<file path="src/rtl/csvfs_pkg.sv">
// csvfs_pkg: types, codes and constants shared by the field scanner modules.
// No dependencies.
package csvfs_pkg;

    localparam int MAX_COLUMNS_DEF = 256;
    localparam int ROW_LIMIT_DEF   = 1048576;
    localparam int OFFSET_BITS_DEF = 32;

    localparam int QUEUE_DEPTH = 2;

    localparam int COL_W    = 8;
    localparam int ROW_W    = 21;
    localparam int OUT_OFS_W = 32;
    localparam int CFG_W    = 9;

    localparam logic [7:0] BYTE_ZERO    = 8'h00;
    localparam logic [7:0] BYTE_NEWLINE = 8'h0A;
    localparam logic [7:0] BYTE_QUOTE   = 8'h22;

    typedef enum logic [1:0] {
        CFG_DELIMITER  = 2'd0,
        CFG_FIRST_COL  = 2'd1,
        CFG_LAST_COL   = 2'd2
    } t_cfg_index;

    typedef enum logic [1:0] {
        ST_OK       = 2'd0,
        ST_MISMATCH = 2'd1,
        ST_EOI      = 2'd2
    } t_status;

    typedef enum logic [1:0] {
        EVT_FIELD = 2'd0,
        EVT_ROW   = 2'd1,
        EVT_EOI   = 2'd2
    } t_evt_kind;

    typedef struct packed {
        logic [7:0]       delimiter;
        logic [COL_W-1:0] first_col;
        logic [CFG_W-1:0] last_col;
    } t_cfg;

endpackage

</file>
<file path="src/rtl/csvfs_in_if.sv">
// csvfs_in_if: input channel of the field scanner, one text word per handshake.
// Depends on nothing.
interface csvfs_in_if;
    logic       valid;
    logic       ready;
    logic [7:0] data_byte;
    logic       end_of_input;

    modport source (output valid, output data_byte, output end_of_input, input ready);
    modport sink (input valid, input data_byte, input end_of_input, output ready);
    modport monitor (input valid, input ready, input data_byte, input end_of_input);
endinterface

</file>
<file path="src/rtl/csvfs_out_if.sv">
// csvfs_out_if: result channel of the field scanner, one field record per word.
// Depends on nothing.
interface csvfs_out_if;
    logic        valid;
    logic        ready;
    logic [7:0]  column_index;
    logic [31:0] field_start;
    logic [31:0] field_length;
    logic [20:0] row_index;
    logic        end_of_row;
    logic        selected;
    logic [1:0]  status;

    modport source (output valid, output column_index, output field_start,
                    output field_length, output row_index, output end_of_row,
                    output selected, output status, input ready);
    modport sink (input valid, input column_index, input field_start,
                  input field_length, input row_index, input end_of_row,
                  input selected, input status, output ready);
    modport monitor (input valid, input ready, input column_index, input field_start,
                     input field_length, input row_index, input end_of_row,
                     input selected, input status);
endinterface

</file>
<file path="src/rtl/csvfs_front.sv">
// csvfs_front: accepts text words, tracks quoting and byte offset, and
// emits field-end and end-of-input events. Depends on csvfs_pkg and csvfs_in_if.
module csvfs_front #(
    parameter int OFFSET_BITS = csvfs_pkg::OFFSET_BITS_DEF
) (
    input  logic                    i_clk,
    input  logic                    i_rst_n,
    input  csvfs_pkg::t_cfg         i_cfg,
    csvfs_in_if.sink                i_in,
    input  logic                    i_full,
    output logic                    o_push,
    output csvfs_pkg::t_evt_kind    o_push_kind,
    output logic [OFFSET_BITS-1:0]  o_push_offset
);

    logic                   r_quote;
    logic                   n_quote;
    logic [OFFSET_BITS-1:0] r_offset;
    logic [OFFSET_BITS-1:0] n_offset;
    logic                   w_accept;

    assign i_in.ready = !i_full;
    assign w_accept   = i_in.valid && !i_full;

    always_comb begin
        n_quote       = r_quote;
        n_offset      = r_offset;
        o_push        = 1'b0;
        o_push_kind   = csvfs_pkg::EVT_FIELD;
        o_push_offset = r_offset;
        if (w_accept) begin
            if (i_in.end_of_input) begin
                o_push      = 1'b1;
                o_push_kind = csvfs_pkg::EVT_EOI;
                n_quote     = 1'b0;
            end else begin
                n_offset = r_offset + 1'b1;
                if (i_in.data_byte == csvfs_pkg::BYTE_ZERO) begin
                    o_push  = 1'b1;
                    n_quote = 1'b0;
                end else if (i_in.data_byte == csvfs_pkg::BYTE_NEWLINE) begin
                    o_push      = 1'b1;
                    o_push_kind = csvfs_pkg::EVT_ROW;
                    n_quote     = 1'b0;
                end else if (i_in.data_byte == csvfs_pkg::BYTE_QUOTE) begin
                    n_quote = !r_quote;
                end else if (i_in.data_byte == i_cfg.delimiter && !r_quote) begin
                    o_push  = 1'b1;
                    n_quote = 1'b0;
                end
            end
        end
    end

    always_ff @(posedge i_clk) begin
        if (!i_rst_n) begin
            r_quote  <= 1'b0;
            r_offset <= '0;
        end else begin
            r_quote  <= n_quote;
            r_offset <= n_offset;
        end
    end

endmodule

</file>
<file path="src/rtl/csvfs_queue.sv">
// csvfs_queue: small FIFO of field-end and end-of-input events between front and back.
// Depends on csvfs_pkg.
module csvfs_queue #(
    parameter int DATA_W = 2 + csvfs_pkg::OFFSET_BITS_DEF
) (
    input  logic              i_clk,
    input  logic              i_rst_n,
    input  logic              i_push,
    input  logic [DATA_W-1:0] i_data,
    output logic              o_full,
    input  logic              i_pop,
    output logic              o_empty,
    output logic [DATA_W-1:0] o_data
);

    localparam int DEPTH = csvfs_pkg::QUEUE_DEPTH;
    localparam int PTR_W = (DEPTH > 1) ? $clog2(DEPTH) : 1;
    localparam int CNT_W = $clog2(DEPTH + 1);

    logic [DATA_W-1:0] r_mem [DEPTH];
    logic [PTR_W-1:0]  r_wr_ptr;
    logic [PTR_W-1:0]  r_rd_ptr;
    logic [CNT_W-1:0]  r_count;
    logic              w_push;
    logic              w_pop;

    assign o_full  = (r_count == CNT_W'(DEPTH));
    assign o_empty = (r_count == '0);
    assign o_data  = r_mem[r_rd_ptr];
    assign w_push  = i_push && !o_full;
    assign w_pop   = i_pop && !o_empty;

    always_ff @(posedge i_clk) begin
        if (w_push) begin
            r_mem[r_wr_ptr] <= i_data;
        end
    end

    always_ff @(posedge i_clk) begin
        if (!i_rst_n) begin
            r_wr_ptr <= '0;
            r_rd_ptr <= '0;
            r_count  <= '0;
        end else begin
            if (w_push) begin
                r_wr_ptr <= (r_wr_ptr == PTR_W'(DEPTH - 1)) ? '0 : r_wr_ptr + 1'b1;
            end
            if (w_pop) begin
                r_rd_ptr <= (r_rd_ptr == PTR_W'(DEPTH - 1)) ? '0 : r_rd_ptr + 1'b1;
            end
            case ({w_push, w_pop})
                2'b10:   r_count <= r_count + 1'b1;
                2'b01:   r_count <= r_count - 1'b1;
                default: r_count <= r_count;
            endcase
        end
    end

endmodule

</file>
<file path="src/rtl/csvfs_back.sv">
// csvfs_back: turns field-end events into result words; keeps column, row
// and field-start state and the output register. Depends on csvfs_pkg, csvfs_out_if.
module csvfs_back #(
    parameter int MAX_COLUMNS = csvfs_pkg::MAX_COLUMNS_DEF,
    parameter int ROW_LIMIT   = csvfs_pkg::ROW_LIMIT_DEF,
    parameter int OFFSET_BITS = csvfs_pkg::OFFSET_BITS_DEF
) (
    input  logic                   i_clk,
    input  logic                   i_rst_n,
    input  csvfs_pkg::t_cfg        i_cfg,
    input  logic                   i_empty,
    input  csvfs_pkg::t_evt_kind   i_kind,
    input  logic [OFFSET_BITS-1:0] i_offset,
    output logic                   o_pop,
    csvfs_out_if.source            o_out
);

    localparam int COL_W   = csvfs_pkg::COL_W;
    localparam int ROW_W   = csvfs_pkg::ROW_W;
    localparam int OW      = csvfs_pkg::OUT_OFS_W;
    localparam int COL_MAX = (1 << COL_W) - 1;
    localparam int ROW_MAX = (1 << ROW_W) - 1;
    localparam int COL_CAP = (MAX_COLUMNS - 1 > COL_MAX) ? COL_MAX : MAX_COLUMNS - 1;
    localparam int ROW_CAP = (ROW_LIMIT > ROW_MAX) ? ROW_MAX : ROW_LIMIT;

    logic [OFFSET_BITS-1:0] r_field_begin;
    logic [OFFSET_BITS-1:0] n_field_begin;
    logic [COL_W-1:0]       r_col;
    logic [COL_W-1:0]       n_col;
    logic [COL_W:0]         r_col_count;
    logic [COL_W:0]         n_col_count;
    logic [ROW_W-1:0]       r_row;
    logic [ROW_W-1:0]       n_row;

    logic                   r_out_valid;
    logic [COL_W-1:0]       r_out_col;
    logic [OW-1:0]          r_out_start;
    logic [OW-1:0]          r_out_len;
    logic [ROW_W-1:0]       r_out_row;
    logic                   r_out_eor;
    logic                   r_out_sel;
    csvfs_pkg::t_status     r_out_status;

    logic [COL_W-1:0]       n_out_col;
    logic [OW-1:0]          n_out_start;
    logic [OW-1:0]          n_out_len;
    logic                   n_out_eor;
    logic                   n_out_sel;
    csvfs_pkg::t_status     n_out_status;

    logic [OFFSET_BITS-1:0] w_len;
    logic [63:0]            w_begin_wide;
    logic [63:0]            w_len_wide;
    logic [COL_W:0]         w_col_p1;
    logic                   w_in_window;

    assign o_pop        = !i_empty && (!r_out_valid || o_out.ready);
    assign w_len        = i_offset - r_field_begin;
    assign w_begin_wide = 64'(r_field_begin);
    assign w_len_wide   = 64'(w_len);
    assign w_col_p1     = {1'b0, r_col} + 1'b1;
    assign w_in_window  = (r_col >= i_cfg.first_col) &&
                          (i_cfg.last_col[COL_W] || r_col <= i_cfg.last_col[COL_W-1:0]);

    always_comb begin
        n_field_begin = r_field_begin;
        n_col         = r_col;
        n_col_count   = r_col_count;
        n_row         = r_row;
        n_out_col     = r_col;
        n_out_start   = w_begin_wide[OW-1:0];
        n_out_len     = w_len_wide[OW-1:0];
        n_out_eor     = 1'b0;
        n_out_sel     = w_in_window;
        n_out_status  = csvfs_pkg::ST_OK;
        case (i_kind)
            csvfs_pkg::EVT_EOI: begin
                n_out_col     = '0;
                n_out_start   = '0;
                n_out_len     = '0;
                n_out_sel     = 1'b0;
                n_out_status  = csvfs_pkg::ST_EOI;
                n_field_begin = i_offset;
            end
            csvfs_pkg::EVT_ROW: begin
                n_out_eor     = 1'b1;
                n_field_begin = i_offset + 1'b1;
                if (r_col_count == '0) begin
                    n_col_count = w_col_p1;
                end else if (w_col_p1 != r_col_count) begin
                    n_out_status = csvfs_pkg::ST_MISMATCH;
                end
                if (r_row < ROW_W'(ROW_CAP)) begin
                    n_row = r_row + 1'b1;
                end
                n_col = '0;
            end
            default: begin
                n_field_begin = i_offset + 1'b1;
                if (r_col < COL_W'(COL_CAP)) begin
                    n_col = r_col + 1'b1;
                end
            end
        endcase
    end

    always_ff @(posedge i_clk) begin
        if (!i_rst_n) begin
            r_field_begin <= '0;
            r_col         <= '0;
            r_col_count   <= '0;
            r_row         <= '0;
            r_out_valid   <= 1'b0;
        end else begin
            if (o_pop) begin
                r_field_begin <= n_field_begin;
                r_col         <= n_col;
                r_col_count   <= n_col_count;
                r_row         <= n_row;
                r_out_valid   <= 1'b1;
            end else if (o_out.ready) begin
                r_out_valid   <= 1'b0;
            end
        end
    end

    always_ff @(posedge i_clk) begin
        if (o_pop) begin
            r_out_col    <= n_out_col;
            r_out_start  <= n_out_start;
            r_out_len    <= n_out_len;
            r_out_row    <= r_row;
            r_out_eor    <= n_out_eor;
            r_out_sel    <= n_out_sel;
            r_out_status <= n_out_status;
        end
    end

    assign o_out.valid        = r_out_valid;
    assign o_out.column_index = r_out_col;
    assign o_out.field_start  = r_out_start;
    assign o_out.field_length = r_out_len;
    assign o_out.row_index    = r_out_row;
    assign o_out.end_of_row   = r_out_eor;
    assign o_out.selected     = r_out_sel;
    assign o_out.status       = r_out_status;

endmodule

</file>
<file path="src/rtl/csv_field_scanner_core.sv">
// csv_field_scanner_core: top level of the delimited-text field scanner.
// Depends on csvfs_pkg, csvfs_in_if, csvfs_out_if, csvfs_front, csvfs_queue, csvfs_back.
//
// Takes one text byte (or an end-of-input mark) per clock, and can accept
// a byte every cycle while the event queue is not full; gives one field
// record per field end, plus one record per end-of-input carrying the row
// count. The front classifier writes each event into the event queue;
// the back unit then updates column and row state and loads the output
// register. The two-entry event queue lets input keep flowing for two
// field ends while the result side is stalled. Configuration writes take
// effect on the next cycle and belong only to idle periods.
module csv_field_scanner_core #(
    parameter int MAX_COLUMNS = csvfs_pkg::MAX_COLUMNS_DEF,
    parameter int ROW_LIMIT   = csvfs_pkg::ROW_LIMIT_DEF,
    parameter int OFFSET_BITS = csvfs_pkg::OFFSET_BITS_DEF
) (
    input  logic                          i_clk,
    input  logic                          i_rst_n,
    input  logic                          i_cfg_we,
    input  logic [1:0]                    i_cfg_index,
    input  logic [csvfs_pkg::CFG_W-1:0]   i_cfg_data,
    csvfs_in_if.sink                      i_in,
    csvfs_out_if.source                   o_out
);

    localparam int KIND_W = $bits(csvfs_pkg::t_evt_kind);
    localparam int Q_W    = KIND_W + OFFSET_BITS;

    csvfs_pkg::t_cfg        r_cfg;
    logic                   w_push;
    csvfs_pkg::t_evt_kind   w_push_kind;
    logic [OFFSET_BITS-1:0] w_push_offset;
    logic                   w_full;
    logic                   w_empty;
    logic                   w_pop;
    logic [Q_W-1:0]         w_head;
    csvfs_pkg::t_evt_kind   w_head_kind;

    always_ff @(posedge i_clk) begin
        if (!i_rst_n) begin
            r_cfg.delimiter <= 8'd44;
            r_cfg.first_col <= '0;
            r_cfg.last_col  <= '1;
        end else if (i_cfg_we) begin
            case (i_cfg_index)
                csvfs_pkg::CFG_DELIMITER: r_cfg.delimiter <= i_cfg_data[7:0];
                csvfs_pkg::CFG_FIRST_COL: r_cfg.first_col <= i_cfg_data[csvfs_pkg::COL_W-1:0];
                csvfs_pkg::CFG_LAST_COL:  r_cfg.last_col  <= i_cfg_data;
                default: ;
            endcase
        end
    end

    csvfs_front #(
        .OFFSET_BITS (OFFSET_BITS)
    ) u_front (
        .i_clk         (i_clk),
        .i_rst_n       (i_rst_n),
        .i_cfg         (r_cfg),
        .i_in          (i_in),
        .i_full        (w_full),
        .o_push        (w_push),
        .o_push_kind   (w_push_kind),
        .o_push_offset (w_push_offset)
    );

    csvfs_queue #(
        .DATA_W (Q_W)
    ) u_queue (
        .i_clk   (i_clk),
        .i_rst_n (i_rst_n),
        .i_push  (w_push),
        .i_data  ({w_push_kind, w_push_offset}),
        .o_full  (w_full),
        .i_pop   (w_pop),
        .o_empty (w_empty),
        .o_data  (w_head)
    );

    assign w_head_kind = csvfs_pkg::t_evt_kind'(w_head[Q_W-1 -: KIND_W]);

    csvfs_back #(
        .MAX_COLUMNS (MAX_COLUMNS),
        .ROW_LIMIT   (ROW_LIMIT),
        .OFFSET_BITS (OFFSET_BITS)
    ) u_back (
        .i_clk    (i_clk),
        .i_rst_n  (i_rst_n),
        .i_cfg    (r_cfg),
        .i_empty  (w_empty),
        .i_kind   (w_head_kind),
        .i_offset (w_head[OFFSET_BITS-1:0]),
        .o_pop    (w_pop),
        .o_out    (o_out)
    );

endmodule

</file>
<file path="src/flat_wrapper.sv">
// flat-port wrapper written by rule: the top's interface ports become plain ports
module csv_field_scanner_core_flat 
#(
    parameter int MAX_COLUMNS = csvfs_pkg::MAX_COLUMNS_DEF,
    parameter int ROW_LIMIT   = csvfs_pkg::ROW_LIMIT_DEF,
    parameter int OFFSET_BITS = csvfs_pkg::OFFSET_BITS_DEF
)
  (i_clk, i_rst_n, i_cfg_we, i_cfg_index, i_cfg_data, i_in_valid, i_in_data_byte, i_in_end_of_input, i_in_ready, o_out_valid, o_out_column_index, o_out_field_start, o_out_field_length, o_out_row_index, o_out_end_of_row, o_out_selected, o_out_status, o_out_ready);
  csvfs_in_if i_in_i ();
  csvfs_out_if o_out_i ();
  input  logic i_clk;
  input  logic i_rst_n;
  input  logic i_cfg_we;
  input  logic [1:0] i_cfg_index;
  input  logic [csvfs_pkg::CFG_W-1:0] i_cfg_data;
  input wire logic [$bits(i_in_i.valid)-1:0] i_in_valid;
  input wire logic [$bits(i_in_i.data_byte)-1:0] i_in_data_byte;
  input wire logic [$bits(i_in_i.end_of_input)-1:0] i_in_end_of_input;
  output wire logic [$bits(i_in_i.ready)-1:0] i_in_ready;
  output wire logic [$bits(o_out_i.valid)-1:0] o_out_valid;
  output wire logic [$bits(o_out_i.column_index)-1:0] o_out_column_index;
  output wire logic [$bits(o_out_i.field_start)-1:0] o_out_field_start;
  output wire logic [$bits(o_out_i.field_length)-1:0] o_out_field_length;
  output wire logic [$bits(o_out_i.row_index)-1:0] o_out_row_index;
  output wire logic [$bits(o_out_i.end_of_row)-1:0] o_out_end_of_row;
  output wire logic [$bits(o_out_i.selected)-1:0] o_out_selected;
  output wire logic [$bits(o_out_i.status)-1:0] o_out_status;
  input wire logic [$bits(o_out_i.ready)-1:0] o_out_ready;
  assign i_in_i.valid = i_in_valid;
  assign i_in_i.data_byte = i_in_data_byte;
  assign i_in_i.end_of_input = i_in_end_of_input;
  assign i_in_ready = i_in_i.ready;
  assign o_out_valid = o_out_i.valid;
  assign o_out_column_index = o_out_i.column_index;
  assign o_out_field_start = o_out_i.field_start;
  assign o_out_field_length = o_out_i.field_length;
  assign o_out_row_index = o_out_i.row_index;
  assign o_out_end_of_row = o_out_i.end_of_row;
  assign o_out_selected = o_out_i.selected;
  assign o_out_status = o_out_i.status;
  assign o_out_i.ready = o_out_ready;
  csv_field_scanner_core #(.MAX_COLUMNS(MAX_COLUMNS), .ROW_LIMIT(ROW_LIMIT), .OFFSET_BITS(OFFSET_BITS)) u_core (.i_clk(i_clk), .i_rst_n(i_rst_n), .i_cfg_we(i_cfg_we), .i_cfg_index(i_cfg_index), .i_cfg_data(i_cfg_data), .i_in(i_in_i), .o_out(o_out_i));
endmodule
</file>
<file path="config.mk">
export PLATFORM = sky130hd
export DESIGN_NAME = csv_field_scanner_core_flat
export DESIGN_NICKNAME = d
export VERILOG_FILES = /design/src/rtl/csvfs_pkg.sv /design/src/rtl/csvfs_in_if.sv /design/src/rtl/csvfs_out_if.sv /design/src/rtl/csvfs_front.sv /design/src/rtl/csvfs_queue.sv /design/src/rtl/csvfs_back.sv /design/src/rtl/csv_field_scanner_core.sv /design/src/flat_wrapper.sv
export SDC_FILE = /design/constraint.sdc
export NUM_CORES = 1
export LEC_CHECK = 0
export BUFFER_PORTS_ARGS = -buffer_cell sky130_fd_sc_hd__buf_2
export CORE_MARGIN = 4
export CORE_UTILIZATION = 50
export CTS_CLUSTER_SIZE = 30
export DETAILED_ROUTE_END_ITERATION = 6
export HOLD_SLACK_MARGIN = 0.06
export PLACE_DENSITY_LB_ADDON = 0.15
export SYNTH_ARGS = -nofsm -noshare
export SYNTH_HDL_FRONTEND = slang
export SYNTH_SLANG_ARGS = --single-unit
</file>
<file path="constraint.sdc">
create_clock -name i_clk -period 7.4 [get_ports i_clk]
set_input_delay 0.37 -clock i_clk [delete_from_list [all_inputs] [get_ports i_clk]]
set_output_delay 0.37 -clock i_clk [all_outputs]
set_load 0.01 [all_outputs]
</file>
-- Word level (Yosys, flattened, before mapping)
Memory sizes are Yosys's and may differ from the RTL's. A register that Yosys moved wholly into a read port is not among the register bits.
Index checks and enable logic that the tools add are counted.
- RAM bits: 68
- flip-flop bits (word level): 230
- memories: 1
- output and inout bits: 99
- memory list (memory ; words ; bits a word ; rd ports ; clocked after Yosys merged registers in ; write ports ; line ; text):
    u_core.u_queue.r_mem ; 2 ; 34 ; 1 ; 1 ; 1 ; csvfs_queue.sv:20 ; logic [DATA_W-1:0] r_mem [DEPTH];
- $lt $le $gt $ge: 4
- bitwise gates (word level): 2
- reduce and logical (&&, ||, !) cells: 28
- equal/unequal tests: 11
- add/sub/neg operators: 10
- muxes and demuxes: 31
- operators by type and width (cell ; number):
    32-bit by 1-bit adder with 32-bit output (second input constant) ; 2
    32-bit two-way mux ; 1
    32-bit subtractor ; 1
    1-bit two-way mux ; 24
    21-bit by 1-bit adder with 21-bit output (second input constant) ; 1
    21-bit less-than comparator (second input constant) ; 1
    8-bit one-hot mux with 2 select lines ; 1
    2-bit AND reduction ; 5
    8-bit by 1-bit adder with 9-bit output (second input constant) ; 1
    9-bit logical NOT ; 1
    9-bit inequality test ; 1
    3-bit AND reduction ; 3
    8-bit by 1-bit adder with 8-bit output (second input constant) ; 1
    2-bit == test (second input constant) ; 4
    8-bit by 4-bit == test with 1-bit output (second input constant) ; 1
    8-bit by 6-bit == test with 1-bit output (second input constant) ; 1
    8-bit == test ; 1
    8-bit greater-or-equal comparator ; 1
    8-bit <= comparator ; 1
    8-bit logical NOT ; 1
    8-bit less-than comparator (second input constant) ; 1
    8-bit two-way mux ; 1
    2-bit one-hot mux with 2 select lines ; 2
    2-bit by 1-bit == test with 1-bit output (second input constant) ; 3
    11 further kinds ; 26

-- Logic depth before layout (Yosys ltp)
Gate-level depths: netlist of the first run.
- word-level depth: 11
- gate-level depth with buffers: 15

-- Cells and area by module
From an unflattened synthesis of the first run, not the netlist that was laid out.
- cell total of the unflattened synthesis: 1394
- area total of the unflattened synthesis: 14487.6 µm²
- by module, submodules not included (module ; area an instance (µm²) ; cells each ; instances):
    csvfs_back ; 8981.1 ; 944 ; 1
    csvfs_queue ; 2681.3 ; 132 ; 1
    csvfs_front ; 1798.0 ; 214 ; 1
    csv_field_scanner_core ; 1027.2 ; 104 ; 1

-- Worst setup path before layout of the first run
Ideal clock, no wire load.
- path kind: flip-flop to flip-flop
- start point: reg u_core.u_back.r_out_valid (netlist: u_core.u_back.o_out.valid)
- end point: reg u_core.u_queue.r_count[1]
- data arrival time: 5.254 ns
- setup time: 0.070 ns
- path buffers: 2
- path slack: 2.076 ns
- stages on the path, launching flop included: 9
- cell sequence: dfxtp_1 nor2b_1 or2_2 inv_1 buf_1 clkbuf_1 ha_1 or3_1 a21oi_1
- longest elaborated chain between the ends: 6
- elaborated cells between the ends (all ways): 8
- classes of those cells: eq/ne (2); mux (1); reduce/logical (5)
- RTL lines (what ; line ; text):
    start, declared ; csvfs_back.sv:35 ; logic r_out_valid;
    start signal, assigned ; csvfs_back.sv:113 ; r_out_valid <= 1'b0;
    start signal, assigned ; csvfs_back.sv:120 ; r_out_valid <= 1'b1;
    start signal, assigned ; csvfs_back.sv:122 ; r_out_valid <= 1'b0;
    1-bit logical NOT * ; csvfs_back.sv:57 ; assign o_pop = !i_empty && (!r_out_valid || o_out.ready);
    1-bit logical OR * ; csvfs_back.sv:57 ;
    1-bit logical AND * ; csvfs_back.sv:57 ;
    via u_core.u_back.o_pop ; csvfs_back.sv:14 ; output logic o_pop,
    1-bit logical AND * ; csvfs_queue.sv:31 ; assign w_pop = i_pop && !o_empty;
    2-bit by 1-bit == test with 1-bit output / 2-bit == test (equally long branches) ; csvfs_queue.sv:51 ; case ({w_push, w_pop})
    2-bit one-hot mux with 2 select lines / 2-bit nonzero test (equally long branches) ; -- ;
    end signal, assigned ; csvfs_queue.sv:52 ; 2'b10: r_count <= r_count + 1'b1;
    end signal, assigned ; csvfs_queue.sv:53 ; 2'b01: r_count <= r_count - 1'b1;
    end signal, assigned ; csvfs_queue.sv:54 ; default: r_count <= r_count;
    end, declared ; csvfs_queue.sv:23 ; logic [CNT_W-1:0] r_count;
Mark *: on every way through the listed nets, which the timed path passes. The rest lies on a longest branch.
A chain may end at the register's enable or synchronous reset.

==> results by group, run 1 <==
STA
  – Max_slew headroom: slightly above 30%
  – Final worst setup slack: 3450 ps
  – Final number of setup-violating endpoints: 0
  – Max Clock Freq: 0.253 GHz
  – Layout Skew: around 15 ps
  – Crit share post-route: 53.3%
  – RSZ-0062 raised after global routing: false
  – Setup TNS: 0 ps
  – Final hold violation count: 0
  – Worst Tran Pin Value: between 1000 and 1500 ps
  – Post-layout min period: 3950 ps
  – Slew Limit Fails: 0

Clocking
  – Root buffer cell: clkbuf_16
  – CTS H-tree depth: 2
  – Worst skew pair latency: 500 ps
  – Total CTS buffers: 34
  – CTS sink cnt: 299
  – CTS Buffer Depth: 3
  – Worst-path clk slew: 60 ps
  – CTS tree: built

Placement
  – Placed insts: ~1900
  – Port Buffers: 123
  – Post-place setup slack: between 3000 and 4000 ps
  – Detail Placement HPWL: 22.2 mm
  – Placer Congestion: ~0.88

Flow run
  – Number of max-cap violations: 0

Critical path
  – Critical Path Sink Type: flop
  – Crit path max fanout: 56
  – CP arrival: 4190 ps
  – Kind of critical path: flop to flop
  – Crit path cell chain: buf_4 -> mux2i_1 -> ha_1 -> inv_1 -> fa_1 -> a211oi_1 -> o21ai_0 -> o2111ai_1 -> a31oi_1 -> a211oi_1 -> o21ai_0 -> mux2i_1
  – Crit-path max cell delay: 500 ps
  – Crit-path slowest cell: buf_4
  – Required @ worst endpoint: 7640 ps
  – Worst Setup Start Kind: flop

Power
  – Overall power: 6090 uW
  – Peak supply drop: 0.000185 V
  – Pwr per Cell Area: 374 nW/um2
  – Lkg Pwr: 0.00627 uW

Detailed routing
  – DR pass1 iterations: 6
  – Total number of vias: roughly 10000
  – Detailed Route WL: 30.9 mm
  – Post-DRT Antenna Nets: 0
  – DR WL/cell: 16.2 um
  – DRC violations left: 0
  – DR vias/cell: between 5 and 6
  – Iter 0 DRT Violations: between 600 and 700

Synth
  – Syn_nets: 1470
  – Synth top area cells: edfxtp_1 35%, dfxtp_1 19%, ha_1 4.5%
  – Synth area leader: edfxtp_1
  – Synth warnings: 0
  – Synth Flop Type: edfxtp_1
  – Gate Count Post-Synth: around 1400
  – Register area share after synthesis: a little over half
  – Count of cell types in the netlist: 69
  – FFs w/ async S/R, synth: 0%
  – EDFF count, synth: 165
  – Syn avg cell area: between 10 and 15 um2
  – Synth Register Bits: 299
  – Share of the synthesized area in the top cell type: 34.6%
  – Synthesized area: 14300 um2

Finish
  – Area of the multi-input gates: 6190 um2
  – Nets: 1588
  – Final core occ: 58.2%
  – Register area: 7640 um2
  – Post-Layout Cell Count: roughly 1900
  – Diodes inserted: 0
  – Filler cell count: about 2400
  – Area delta synth->final: 14.0%
  – Layout cell share with drive strength beyond 1: between 10% and 20%

GRT
  – Global-route usage over all layers: slightly below 20%
  – First-pass GRT wire length: 49.5 mm
  – Pin count of the biggest net entering global routing: 91
  – Vias in the first global route: 9404
  – Gr ovfl total: 0
  – Initial antenna violation count: 0

Die
  – Row count: 61
  – Total core area: 28000 um2
  – Initial Util: 51.1%
  – I/O Pins: 124
  – DIE AREA: 31400 um2
  – Die Y: 177 um
  – Die Wd: 177 um

Min path
  – Hold Path Class: input pin to flop

Outcome
  – Outcome: complete, no violations
## cells in the mapped netlist (3+ instances only)
cell,count
nor2_1,171
edfxtp_1,165
dfxtp_1,134
nand2_1,118
a21oi_1,91
inv_1,72
xnor2_1,65
ha_1,52
xor2_1,43
o21ai_0,41
nand3_1,40
clkbuf_1,39
mux2i_1,35
nor3_1,33
and3_1,29
nand4_1,23
a21o_1,21
mux2_2,21
o211ai_1,16
or3_1,16
and2_1,15
nand2b_1,13
nand3b_1,13
a31oi_1,10
o21a_1,8
o22ai_1,8
and4_1,7
nor2b_1,7
nor3b_1,7
nor4_1,7
a211oi_1,6
o31ai_1,5
or2_2,5
buf_1,4
buf_2,4
or4_1,4
nand4b_1,3
## final timing paths
check                                  startpoint                              endpoint  slack [ps]  depth (start not counted)
setup / recovery                             flop  u_core.u_back.o_out.field_length[28]        3450                         12
hold / removal                      i_cfg_data[2]                      u_core.r_cfg[19]         130                          3
setup reg to reg                             flop  u_core.u_back.o_out.field_length[28]        3450                         12
hold reg to reg   u_core.u_back.r_field_begin[28]       u_core.u_back.r_field_begin[28]         450                          2
## power by group
part / internal, uW / switching [uW] / leakage [uW] / total (uW)
clock: 919 / 649 / 0.000514 / 1570
combinational: 804 / 1350 / 0.00307 / 2150
sequential: 2250 / 126 / 0.00268 / 2380
total: 3970 / 2120 / 0.00627 / 6090
## per-stage QoR
step	cell area (um2)	hold WS, ps
after floorplan	14300	424
after global routing	16300	129
after CTS	16300	107
final	16300	129
after global placement	15200	439
after detailed placement	15200	445
## repair_timing
| item | 4_1_cts | 5_1_grt |
|---|---|---|
| resized for setup | 0 | 0 |
| hold buffers | 1 | 0 |
| buffers inserted | 0 | 0 |
| hold endpoints to repair | 1 | 0 |
## registers in the layout, summed over array words and instances, names as in the netlist, 9 cells and up, named ones only
register and count:
u_core.u_queue.r_mem 68, u_core.u_back.o_out.field_length 32, u_core.u_back.o_out.field_start 32, u_core.u_back.r_field_begin 32
u_core.u_front.o_push_offset 32, u_core.r_cfg 25, u_core.u_back.o_out.row_index 21, u_core.u_back.r_row 21
u_core.u_back.r_col_count 9
## layer usage
metal | global-route usage [%] | vias up | part of all wire (%)
met3 | 2.84 | 47 | 4.7
met1 | 29.4 | 4905 | 50
met5 | 0 | - | 0
li1 | - | 5207 | -
met2 | 29.2 | 235 | 43
met4 | 5.19 | 0 | 2.2
## area by class of cell
| type | count | area share (%) |
|---|---|---|
| Sequential cell | 299 | 46.8 |
| Multi-Input combinational cell | 970 | 38.0 |
| Clock buffer | 43 | 5.62 |
| Timing Repair Buffer | 131 | 4.16 |
| Tap cell | 378 | 2.90 |
| Inverter | 74 | 1.72 |
| Clock inverter | 18 | 0.821 |
## cells in the final DEF, fill, tap and decap left out, types with 8 or more instances in the layout
cell type	synthesis	layout
a21oi_1	91	91
a31oi_1	10	10
edfxtp_1	165	165
xnor2_1	65	65
nand2b_1	13	13
ha_1	52	52
o211ai_1	16	16
inv_1	72	70
nand4_1	23	23
buf_2	4	123
mux2_2	21	21
nand3_1	40	40
dfxtp_1	134	133
and2_1	15	15
clkinv_2	0	9
clkbuf_16	0	35
nand3b_1	13	13
o22ai_1	8	8
mux2i_1	35	35
o21ai_0	41	41
a21o_1	21	21
nor2_1	171	170
or3_1	16	16
nand2_1	118	118
nor3_1	33	33
o21a_1	8	8
and3_1	29	29
xor2_1	43	43
## worst max-delay path: cells and delay by family, from the launching register on
kind	cells	cell delay, ps
buf+inv	2	550
compound gates	6	1580
flops	1	310
mux	2	560
fa+ha+maj	2	650
## cells by family (layout without fill, tap and decap cells)
kind of cell / after synthesis / in the layout / synth area share [%]
fa+ha+maj: 53 / 53 / 4.69
compound gates: 231 / 231 / 10.0
flops: 299 / 299 / 53.4
buf+inv: 123 / 266 / 3.34
simple gates: 522 / 522 / 17.8
xor+xnor: 108 / 108 / 6.61
mux: 56 / 56 / 4.10
No activity file was read; power rests on OpenSTA's default activity.
==> run 2, diff against run 1 <==
--- a/config.mk
+++ b/config.mk
@@ -5,6 +5,7 @@
 export SDC_FILE = /design/constraint.sdc
 export NUM_CORES = 1
 export LEC_CHECK = 0
+export ABC_AREA = 1
 export BUFFER_PORTS_ARGS = -buffer_cell sky130_fd_sc_hd__buf_2
 export CORE_MARGIN = 4
 export CORE_UTILIZATION = 50
==> constraint.sdc (replaced) <==
create_clock -name i_clk -period 3.6 [get_ports i_clk]
set_input_delay 0.18 -clock i_clk [delete_from_list [all_inputs] [get_ports i_clk]]
set_output_delay 0.18 -clock i_clk [all_outputs]
set_load 0.01 [all_outputs]
==> run 2 against run 1 <==
  * Die area up 7.3%
  * Critical path depth up 5
  * Final area up 7.6%
  * First-iteration DRC count up 27%
  * Setup slack worse by 2800 ps
  * Synthesized area up 7.6%
  * Sequential power up 110%
  * Clock skew up 4.2 ps
  * Maximum frequency up 32%
  * Non-clock buffer count up 23
  * Largest power group is now combinational logic
==> results by group, run 2 <==
Clocking
  – Worst skew pair latency: 580 ps (+80 ps)
  – Total CTS buffers: 31 (-8.8%)
  – CTS sink cnt: 299 (unchanged)
  – Hold-fix buffers, CTS: 19 (+18)
  – Post CTS Setup Buffer Count: 0 (unchanged)
  – CTS resizes: 0 (unchanged)
  – Root buffer cell: clkbuf_16
  – CTS Buffer Depth: 3 (unchanged)
  – CTS tree: built
  – CTS H-tree depth: 1 (-1)
  – Worst-path clk slew: 60 ps (about the same)

STA
  – Worst Tran Pin Value: 808 ps (-226 ps)
  – RSZ-0062 raised after global routing: false
  – Final number of setup-violating endpoints: 0 (unchanged)
  – Slew Limit Fails: 0 (unchanged)
  – Post-layout min period: 2990 ps (-955 ps)
  – Max Clock Freq: 0.334 GHz (+32%)
  – Layout Skew: 19.2 ps (+4.22 ps)
  – Final hold violation count: 0 (unchanged)
  – Setup TNS: 0 ps (unchanged)
  – Crit share post-route: 83.1% (+30 points)
  – Max_slew headroom: 45.7% (+15 points)

Detailed routing
  – DR WL/cell: 15.2 um (-6.0%)
  – DRC violations left: 0 (unchanged)
  – DR pass1 iterations: 6 (unchanged)
  – Post-DRT Antenna Nets: 0 (unchanged)
  – Detailed Route WL: 36.8 mm (+19%)
  – Iter 0 DRT Violations: 854 (+27%)
  – Total number of vias: 12716 (+22%)
  – DR vias/cell: 5.25 (-3.4%)

Synth
  – Synth area leader: edfxtp_1
  – Synth top area cells: edfxtp_1 32%, dfxtp_1 17%, nand2_1 9.8%
  – Most frequent cell after synthesis: nand2_1
  – Synth cell count leaders: 401 x nand2_1, 222 x nor2_1, 215 x inv_1
  – Synth warnings: 0 (unchanged)
  – FFs w/ async S/R, synth: 0% (unchanged)
  – Synth Register Bits: 299 (unchanged)
  – Synth Flop Type: edfxtp_1
  – Count of cell types in the netlist: 49 (-29%)
  – Syn_nets: 1944 (+32%)
  – Share of the synthesized area in the top cell type: 32.2% (-2.5 points)
  – EDFF count, synth: 165 (unchanged)
  – Register area share after synthesis: 49.6% (-3.8 points)
  – Synthesized area: 15400 um2 (+7.6%)
  – Gate Count Post-Synth: 1866 (+34%)
  – Syn avg cell area: 8.25 um2 (-20%)

Finish
  – Area delta synth->final: 14.1% (about the same)
  – Max reg flops: 68 (unchanged)
  – Top reg by flops: u_core.u_queue.r_mem
  – Diodes inserted: 0 (unchanged)
  – Commonest non-fill, non-tap cell in the layout: nand2_1
  – Layout cell share with drive strength beyond 1: 13.0% (-1.7 points)
  – Post-Layout Cell Count: 2422 (+27%)
  – Filler cell count: 2735 (+14%)
  – Nets: 2085 (+31%)
  – Commonest non-fill, non-tap cells in the layout: 401 x nand2_1, 221 x nor2_1, 214 x inv_1, 174 x a21oi_1, 165 x edfxtp_1

Die
  – DIE AREA: 33700 um2 (+7.3%)
  – Row count: 63 (+3.3%)
  – Die Wd: 183 um (+3.6%)
  – Die Y: 183 um (+3.6%)
  – I/O Pins: 124 (unchanged)
  – Initial Util: 51.3% (+0.20 points)
  – Total core area: 30000 um2 (+7.2%)

Placement
  – Placer Congestion: 0.888 (+1.4%)
  – Port Buffers: 123 (unchanged)
  – Placed insts: 2345 (+27%)
  – Detail Placement HPWL: 27.1 mm (+22%)

Critical path
  – Crit path buf inv count: 4 (+2)
  – Most frequent CP cell: nand2_1
  – CP arrival: 3310 ps (-880 ps)
  – Crit path cell chain: inv_2 -> nand2_1 -> nand2_2 -> inv_1 -> ha_1 -> inv_1 -> fa_1 -> nand2_1 -> nand2_1 -> o21ai_0 -> o21ai_0 -> nand2_1 -> nand2_1 -> a21oi_1 -> inv_1 -> nor2_1 -> nor2_1
  – Worst Setup Start Kind: flop
  – Required @ worst endpoint: 3920 ps (-3720 ps)
  – Critical Path Sink Type: flop
  – R2r setup slk: 610 ps (-2840 ps)
  – Crit path max fanout: 7 (-88%)
  – Crit-path max cell delay: 500 ps (about the same)
  – Crit-path slowest cell: dfxtp_1
  – Largest delay share family, worst path: simple AND/OR/NAND/NOR gates
  – Kind of critical path: flop to flop

Power
  – Switch share: 41.8% (+7.0 points)
  – Lkg Pwr: 0.00709 uW (+13%)
  – Psw: 6160 uW (+190%)
  – Pwr per Cell Area: 840 nW/um2 (+120%)
  – Internal: 8590 uW (+120%)
  – Peak supply drop: 0.000528 V (+190%)
  – Seq pwr share: 34.7% (-4.3 points)
  – Clock Power Share: 21.1% (-4.6 points)
  – Combinational Power Share: 44.2% (+8.9 points)

GRT
  – First-pass GRT wire length: 60.3 mm (+22%)
  – Initial antenna violation count: 0 (unchanged)
  – Gr ovfl total: 0 (unchanged)
  – Global-route usage over all layers: 21.6% (+2.2 points)
  – Vias in the first global route: 12124 (+29%)
  – Pin count of the biggest net entering global routing: 78 (-14%)

Flow run
  – Number of max-cap violations: 0 (unchanged)

Outcome
  – Outcome: complete, no violations

Min path
  – Hold Path Class: input pin to flop
[run 2: cell types whose count changed after synthesis, sizes merged, moves of 16 or more]
cell / before / now
or3: 16 / 0
nor2: 172 / 238
o21ai: 42 / 123
a21oi: 91 / 176
nand2: 118 / 434
inv: 74 / 224
mux2i: 35 / 0
a21o: 21 / 2
nand3: 42 / 95
xnor2: 65 / 14
and3: 29 / 2
mux2: 21 / 0
[run 2: metrics by stage]
step / setup slack [ps] / hold WS (ps) / instance area (um2) / total power, uW / util (%)
floorplan: 251 / 306 / 15400 / 9730 / -
global placement: 734 / 394 / 16400 / 11600 / 54.5
detailed placement: 650 / 415 / 16400 / 11700 / 54.5
CTS: 617 / 106 / 17600 / 14800 / 58.5
global route: 286 / 156 / 17600 / 15800 / 58.5
finish: 608 / 123 / 17600 / 14700 / 58.5
[run 2: layout make-up]
type	instances	area (um2)	share of cell area [%]
clock buffers	40	851	4.85
clock inverters	18	144	0.820
inverters	225	845	4.81
multi-input cells	1296	6700	38.1
flip-flops and latches	299	7640	43.5
well taps	390	488	2.78
repair buffers	154	896	5.10
[run 2: cell families (layout without fill, tap and decap cells)]
group           Yosys count  after routing  synth area share [%]
compound gates          332            332                  11.4
flops                   299            299                  49.6
buf+inv                 271            437                  6.97
simple gates            863            863                  24.9
fa+ha+maj                53             53                  4.36
xor+xnor                 48             48                  2.73
[run 2: final timing paths]
check	start	end	cells past startpoint
worst max-delay path	flop	u_core.u_back.o_out.field_length[22]	17
worst min-delay path	i_cfg_we	u_core.r_cfg[19]	5
worst min register to register	u_core.u_back.r_row[20]	u_core.u_back.o_out.row_index[20]	0
worst max register to register	flop	u_core.u_back.o_out.field_length[22]	17
[run 2: worst min-delay path, stage by stage]
cell,delay (ps)
buf_2,110
inv_1,60
nor3_1,120
nand2_1,90
nand3_1,70
[run 2: metal layers]
layer,up-vias,GRT usage [%],share of wire (%)
li1,6494,-,-
met1,5818,31.1,48
met2,323,34.5,44
met3,81,2.53,4.9
met4,0,6.56,2.9
met5,-,0,0
[run 2: power groups by stage]
stage | sequential, uW | combinational [uW] | clock [uW]
after global placement | 5160 | 6430 | 0
after CTS | 5120 | 6500 | 3180
after floorplan | 5480 | 4250 | 0
after global routing | 5210 | 7290 | 3320
after detailed placement | 5190 | 6460 | 0
final | 5110 | 6520 | 3110
